File: src/hw/rtl/lsds_pkg.sv
// Shared types, widths and constants of the lidar sector distance smoother.
// No dependencies; every other file of the block refers to it by scoped names.
`default_nettype none

package lsds_pkg;

  // Fractional bits of the averaged distance.
  localparam int FRAC_BITS = 8;

  // Field widths.
  localparam int DIST_W    = 14;
  localparam int ANGLE_W   = 15;
  localparam int TURNS_W   = 8;
  localparam int HEAD_W    = 16;
  localparam int WEIGHT_W  = 16;
  localparam int WIN_W     = 13;
  localparam int STORE_W   = 22;
  localparam int HIT_W     = 3;
  localparam int CFG_IDX_W = 2;
  localparam int CFG_DATA_W = WEIGHT_W;

  // Packed beat widths, rounded up to whole bytes.
  localparam int IN_FIELDS_W  = DIST_W + ANGLE_W + TURNS_W + HEAD_W;
  localparam int IN_DATA_W    = ((IN_FIELDS_W + 7) / 8) * 8;
  localparam int OUT_FIELDS_W = 3 * STORE_W;
  localparam int OUT_DATA_W   = ((OUT_FIELDS_W + 7) / 8) * 8;

  // Angle arithmetic in 1/64 degree.
  localparam int TURN_UNITS    = 23040;
  localparam int QUARTER_UNITS = 5760;
  localparam int RIGHT_CENTER  = 5760;
  localparam int LEFT_CENTER   = 17280;
  // Bias of two full turns keeps the corrected sum positive.
  localparam int ANGLE_BIAS    = 2 * TURN_UNITS;
  localparam int SUM_W         = 18;
  localparam int WRAP_STEPS    = 5;
  localparam int CMP_W         = ANGLE_W + 1;

  // Moving average datapath.
  localparam int SAMPLE_W = DIST_W + FRAC_BITS;
  localparam int OLD_PROD_W = WEIGHT_W + STORE_W;
  localparam int NEW_PROD_W = WEIGHT_W + 1 + SAMPLE_W;
  localparam int ACC_W = ((OLD_PROD_W > NEW_PROD_W) ? OLD_PROD_W : NEW_PROD_W) + 1;
  localparam int RES_W = ACC_W - WEIGHT_W;

  // Reset values of the configuration registers.
  localparam logic [WEIGHT_W-1:0] KEEP_WEIGHT_RST  = WEIGHT_W'(655);
  localparam logic [DIST_W-1:0]   MIN_DISTANCE_RST = DIST_W'(10);
  localparam logic [DIST_W-1:0]   MAX_DISTANCE_RST = DIST_W'(3000);
  localparam logic [WIN_W-1:0]    WINDOW_WIDTH_RST = WIN_W'(640);

  typedef enum logic [CFG_IDX_W-1:0] {
    CFG_KEEP_WEIGHT  = 2'd0,
    CFG_MIN_DISTANCE = 2'd1,
    CFG_MAX_DISTANCE = 2'd2,
    CFG_WINDOW_WIDTH = 2'd3
  } cfg_idx_t;

  typedef enum logic [HIT_W-1:0] {
    HIT_RANGE = 3'd0,
    HIT_FRONT = 3'd1,
    HIT_RIGHT = 3'd2,
    HIT_LEFT  = 3'd3,
    HIT_NONE  = 3'd4
  } sector_hit_t;

  typedef struct packed {
    logic [WEIGHT_W-1:0] keep_weight;
    logic [DIST_W-1:0]   min_distance;
    logic [DIST_W-1:0]   max_distance;
    logic [WIN_W-1:0]    window_width;
  } cfg_regs_t;

  // Classification of one point, handed from the sector stage to the average stage.
  typedef struct packed {
    sector_hit_t       hit;
    logic [DIST_W-1:0] dist_mm;
  } sect_info_t;

endpackage

`default_nettype wire

File: src/hw/rtl/lsds_sector_class.sv
// Range check, heading correction with wrap into one turn, and sector pick.
// Depends on lsds_pkg.
`default_nettype none

module lsds_sector_class (
  input  wire logic [lsds_pkg::DIST_W-1:0]         distance_mm,
  input  wire logic [lsds_pkg::ANGLE_W-1:0]        raw_angle,
  input  wire logic signed [lsds_pkg::TURNS_W-1:0] quarter_turns,
  input  wire logic signed [lsds_pkg::HEAD_W-1:0]  heading,
  input  wire lsds_pkg::cfg_regs_t                 cfg,
  output lsds_pkg::sect_info_t                     info
);

  always_comb begin
    logic [lsds_pkg::SUM_W-1:0]   qoff;
    logic [lsds_pkg::SUM_W-1:0]   sum;
    logic [lsds_pkg::SUM_W-1:0]   wrapped;
    logic [lsds_pkg::ANGLE_W-1:0] ang;
    logic [lsds_pkg::CMP_W-1:0]   a16;
    logic [lsds_pkg::CMP_W-1:0]   w16;
    logic                         in_range;
    logic                         front;
    logic                         right;
    logic                         left;

    // Whole turns drop out modulo 360 degrees, so only the low two bits count.
    unique case (quarter_turns[1:0])
      2'd0:    qoff = '0;
      2'd1:    qoff = lsds_pkg::SUM_W'(lsds_pkg::QUARTER_UNITS);
      2'd2:    qoff = lsds_pkg::SUM_W'(2 * lsds_pkg::QUARTER_UNITS);
      default: qoff = lsds_pkg::SUM_W'(3 * lsds_pkg::QUARTER_UNITS);
    endcase

    sum = lsds_pkg::SUM_W'(raw_angle) + qoff + lsds_pkg::SUM_W'(lsds_pkg::ANGLE_BIAS)
        - lsds_pkg::SUM_W'(heading);

    // Subtract the largest whole multiple of a turn that fits.
    wrapped = sum;
    for (int k = 1; k <= lsds_pkg::WRAP_STEPS; k++) begin
      if (sum >= lsds_pkg::SUM_W'(k * lsds_pkg::TURN_UNITS)) begin
        wrapped = sum - lsds_pkg::SUM_W'(k * lsds_pkg::TURN_UNITS);
      end
    end
    ang = wrapped[lsds_pkg::ANGLE_W-1:0];

    a16 = lsds_pkg::CMP_W'(ang);
    w16 = lsds_pkg::CMP_W'(cfg.window_width);

    in_range = (distance_mm >= cfg.min_distance) && (distance_mm <= cfg.max_distance);
    front = (a16 < w16) || (a16 > lsds_pkg::CMP_W'(lsds_pkg::TURN_UNITS) - w16);
    right = (a16 > lsds_pkg::CMP_W'(lsds_pkg::RIGHT_CENTER))
         && (a16 < lsds_pkg::CMP_W'(lsds_pkg::RIGHT_CENTER) + w16);
    left  = (a16 < lsds_pkg::CMP_W'(lsds_pkg::LEFT_CENTER))
         && (a16 > lsds_pkg::CMP_W'(lsds_pkg::LEFT_CENTER) - w16);

    info.dist_mm = distance_mm;
    priority if (!in_range) begin
      info.hit = lsds_pkg::HIT_RANGE;
    end else if (front) begin
      info.hit = lsds_pkg::HIT_FRONT;
    end else if (right) begin
      info.hit = lsds_pkg::HIT_RIGHT;
    end else if (left) begin
      info.hit = lsds_pkg::HIT_LEFT;
    end else begin
      info.hit = lsds_pkg::HIT_NONE;
    end
  end

endmodule

`default_nettype wire

File: config.mk
export PLATFORM = sky130hd
export DESIGN_NAME = lsds_sector_class
export DESIGN_NICKNAME = d
export VERILOG_FILES = /design/src/hw/rtl/lsds_pkg.sv /design/src/hw/rtl/lsds_sector_class.sv
export SDC_FILE = /design/constraint.sdc
export NUM_CORES = 1
export LEC_CHECK = 0
export ABC_AREA = 1
export BUFFER_PORTS_ARGS = -buffer_cell sky130_fd_sc_hd__buf_2
export CAP_MARGIN = 20
export CORE_UTILIZATION = 57
export DETAILED_ROUTE_END_ITERATION = 8
export PLACE_DENSITY_LB_ADDON = 0.1
export SLEW_MARGIN = 20
export SYNTH_ARGS = -nofsm -noshare
export SYNTH_HDL_FRONTEND = slang
export SYNTH_SLANG_ARGS = --single-unit
File: constraint.sdc
create_clock -name vclk -period 6.5
set_input_delay 0.325 -clock vclk [all_inputs]
set_output_delay 0.325 -clock vclk [all_outputs]
set_load 0.02 [all_outputs]
# Yosys cells after proc, flatten, opt, wreduce, memory -nomap -nowiden
# Index checks and enable logic that the tools add are counted.
totals:
  reg_bits: 0
  latchBits: 0
  wordCells: 41
  rom_bits: 0
  out_inout_bits: 17
  mem_count: 0
  ramBits: 0
  in_bits: 110
classes:
  n_lt_le_gt_ge: 13
  n_reduce_logical: 5
  div_mod_pow: 0
  bitwise: 0
  n_mux: 10
  eq_ne: 2
  multipliers: 0
  shifts: 0
  add_sub_neg: 11
ops:
  columns: ["operator", "count"]
  rows:
  - ["2-to-1 mux 15 bit", 5]
  - ["greater-or-equal comparator 18 x 17 -> 1 bit, second input constant", 3]
  - ["case mux 15 bit (3 select lines)", 1]
  - ["subtractor 15 bit, second input constant", 3]
  - ["greater-than comparator 15 x 16 -> 1 bit", 2]
  - ["subtractor 15 x 13 -> 16 bit, first input constant", 2]
  - ["adder 15 x 18 -> 18 bit", 1]
  - ["adder 18 x 16 -> 18 bit, second input constant", 1]
  - ["greater-or-equal comparator 18 x 15 -> 1 bit, second input constant", 1]
  - ["greater-or-equal comparator 18 x 16 -> 1 bit, second input constant", 1]
  - ["subtractor 18 bit", 1]
  - ["greater-than comparator 15 x 13 -> 1 bit, second input constant", 1]
  - ["less-than comparator 15 x 13 -> 1 bit", 1]
  - ["less-than comparator 15 x 14 -> 1 bit", 1]
  - ["less-than comparator 15 bit, second input constant", 1]
  - ["subtractor 15 x 12 -> 15 bit, second input constant", 1]
  - ["subtractor 15 x 14 -> 15 bit, second input constant", 1]
  - ["adder 13 x 13 -> 14 bit, first input constant", 1]
  - ["greater-or-equal comparator 14 bit", 1]
  - ["less-or-equal comparator 14 bit", 1]
  - ["2-to-1 mux 3 bit", 4]
  - ["logical AND 1 bit", 3]
  - ["== test 2 x 1 -> 1 bit, second input constant", 1]
  - ["== test 2 bit, second input constant", 1]
  - ["other kinds (2)", 2]

# Longest topological paths before layout
depth:
  ltp_word: 17
  mapped_depth: 42
  ltp_nobuf: 42

# Worst setup path after synthesis
# OpenSTA, ideal clock, no wires.
synth_timing:
  kind: "in2out"
  startpoint: "input port quarter_turns[0] (netlist bit)"
  endpoint: "output port info[15] (netlist bit)"
  path_buffers: 1
  t_arrival_ps: 5676
  t_required_ps: 6175
  stages: 36
  setup_slack_ps: 499
  path_cell_list: "ha_1 -> inv_1 -> nand2_1 -> fa_1 -> ha_1 -> ha_1 -> nand2_2 -> inv_1 -> nand2_1 -> nand3_2 -> nand2_1 -> nand2_1 -> xnor2_1 -> inv_1 -> ha_1 -> inv_1 -> nor2_1 -> nor2_4 -> nand3_2 -> nand2_2 -> buf_6 -> nor2_1 -> nor2_1 -> nand2_1 -> nand2_1 -> nand2_1 -> nand2_1 -> nand2_2 -> ha_1 -> and3_1 -> or3b_2 -> a32o_1 -> o21bai_1 -> nand2_1 -> inv_1 -> nor2_1"
synth_lines:
  columns: ["element", "line", "text"]
  rows:
  - ["start, declared", "lsds_sector_class.sv:8", "input wire logic signed [lsds_pkg::TURNS_W-1:0] quarter_turns,"]
  - ["end, declared", "lsds_sector_class.sv:11", "output lsds_pkg::sect_info_t info"]

==> out/qor.csv <==
metric,value,unit
Pre-antenna DRT Iters,5,
max incr delay on CP,0.51,ns
"Seq/Total Area, Yosys",0,
Ys Warns,0,
Tot GR Track Use,0.257,
post-route ant nets,0,
Min Hold Slack,0.896,ns
type of the worst setup path,in -> out,
Die Height,95.0,um
Hold Path Cell Cnt,2,
Synth cell types,41,
flip-flop and latch count,0,
"Period Utilization, post-route",0.941,
most frequent CP cell,nand2_1,
slowest CP cell,fa_1,
largest net degree at the start of global routing,12,
Core Area,8300,sq um
io pins,127,
Worst Hold Path EP,info[0],
Via Count,5253,
Synth Cell Area,4920,sq um
CLK BUF,0,
n_diodes,0,
Max-slew headroom,0.691,
Mapped Nets,1047,
FP Rows,33,
Final Max Tran Viols,0,
Arrival @ worst endpoint,5.79,ns
Post-Syn Instances,804,
Syn-to-layout area delta,14.6,%
Setup-failing EPs final,0,
remaining global-route overflow,0,
status,"complete, no violations",
vias in the first global route,4793,
Hold Buf Count CTS,0,
DP HPWL,10400,um
Leak,3.46,nW
Worst Max-Slew Pin Slew,0.458,ns
maximum vdd drop,225,uV
"wirelength, routed",11900,um
IO Port Bufs,105,
critical path peak fanout,5,
min Tclk post-route,6.12,ns
"Req. time, crit path",6.17,ns
via/cell ratio,5.22,
DRC,0,
Finished Core Util,0.680,
die width,95.0,um
critical path capture point type,output pin,
critical path launch point type,input pin,
Starting Density,0.593,
final hold vios,0,
power density over cell area,330,nW/um^2
GPL Wtd Cong,0.932,
global-route wire length before repair,19400,um
Layout Nets,1147,
Min-Delay Startpoint,distance_mm[0],
fmax,0.163,GHz
share of cells above drive strength 1,0.215,
Storage cell area,0,sq um
die area,9020,sq um
post-synthesis area per instance,6.13,sq um
WL/cell,11.8,um
Maximum Capacitance Violations,0,
Filler Cell Count,775,
Hold WC Path Type,in -> out,
initial antenna violation count,0,
initial drt markers,242,
cell usage in the layout, fill, tap and decap left out, drive strengths merged, types with 7 or more instances in the layout:
cell type	synthesis	layout
inv	166	165
xor2	20	20
fa	9	9
ha	124	124
a21oi	46	46
nor3	7	7
nand2	224	224
nor2	67	67
buf	16	116
nand3	61	61
nand4	12	12
o21ai	13	13
cell usage after synthesis, types with 2 or more instances:
| library cell | number | area, sq um |
|---|---|---|
| a211oi_1 | 3 | 22.5 |
| a21oi_1 | 44 | 220 |
| a221oi_1 | 4 | 35.0 |
| a31oi_1 | 2 | 12.5 |
| and2_1 | 4 | 25.0 |
| buf_4 | 14 | 105 |
| buf_6 | 2 | 22.5 |
| clkbuf_1 | 2 | 7.51 |
| fa_1 | 9 | 180 |
| ha_1 | 124 | 1550 |
| inv_1 | 157 | 589 |
| inv_2 | 9 | 33.8 |
| nand2_1 | 195 | 732 |
| nand2_2 | 26 | 163 |
| nand2_4 | 3 | 33.8 |
| nand3_1 | 57 | 285 |
| nand3_2 | 4 | 40.0 |
| nand3b_1 | 2 | 15.0 |
| nand4_1 | 12 | 75.1 |
| nor2_1 | 54 | 203 |
| nor2_2 | 10 | 62.6 |
| nor2_4 | 3 | 33.8 |
| nor3_1 | 7 | 35.0 |
| o211ai_1 | 4 | 30.0 |
| o21a_1 | 2 | 15.0 |
| o21ai_0 | 12 | 60.1 |
| o221ai_1 | 3 | 26.3 |
| or3b_2 | 2 | 17.5 |
| xnor2_1 | 3 | 26.3 |
| xor2_1 | 20 | 175 |
worst max-delay path, delay by kind of cell:
family,cells,cell delay [ns]
adders and majority gates,6,1.97
and+or+nand+nor,25,2.43
buffers and inverters,7,0.63
AOI/OAI and AO/OA,2,0.43
per-layer routing:
layer	up-vias	share of wire	global-route usage	wire length, um
met5	-	0	0	0
met4	0	0.0034	0.0164	41
met3	6	0.034	0.00644	405
met2	114	0.51	0.505	6120
met1	2375	0.45	0.320	5320
li1	2758	-	-	-
power breakdown:
group / switching (mW) / internal [mW]
Clock: 0 / 0
Combinational: 1.14 / 0.724
Sequential: 0 / 0
Total: 1.14 / 0.724
cells by family (layout without fill, tap and decap cells):
family | count (synthesis) | in the layout | synth area share
xor gates and xnor gates | 23 | 23 | 0.0409
AOI/OAI and AO/OA | 82 | 82 | 0.101
and+or+nand+nor | 381 | 381 | 0.352
adders and majority gates | 133 | 133 | 0.352
buffers and inverters | 185 | 283 | 0.155
through the flow:
step | TNS [ns] | power, mW | area, sq um | worst slack, ns | cells
floorplan | 0 | 1.34 | 4920 | 0.499 | 804
finish | 0 | 1.86 | 5640 | 0.382 | 1007
global route | -0.0350 | 2.13 | 5640 | -0.0255 | 1007
CTS | 0 | 1.77 | 5480 | 0.0541 | 1001
detailed placement | 0 | 1.76 | 5480 | 0.0841 | 1001
global placement | 0 | 1.70 | 5480 | 0.180 | 1001
repair_timing:
| action | in CTS | in global routing |
|---|---|---|
| setup endpoints to repair | 0 | 3 |
| setup buffers | 0 | 6 |
| gates resized for setup | 0 | 26 |
worst max-delay path by stage:
stage / startpoint / to / cells past startpoint
6_report: quarter_turns[0] / info[15] / 40
2_1_floorplan: quarter_turns[0] / info[15] / 36
5_1_grt: quarter_turns[0] / info[15] / 40
3_5_place_dp: quarter_turns[0] / info[15] / 41
4_1_cts: quarter_turns[0] / info[15] / 41
3_3_place_gp: quarter_turns[0] / info[15] / 41
cell type report:
type	instances	area, sq um	area share
Multi-Input combinational cell	619	4270	0.756
Inverter	167	631	0.112
Timing Repair Buffer	116	614	0.109
Tap cell	105	131	0.0233
Note: power is estimated with default switching activity, not from simulation.
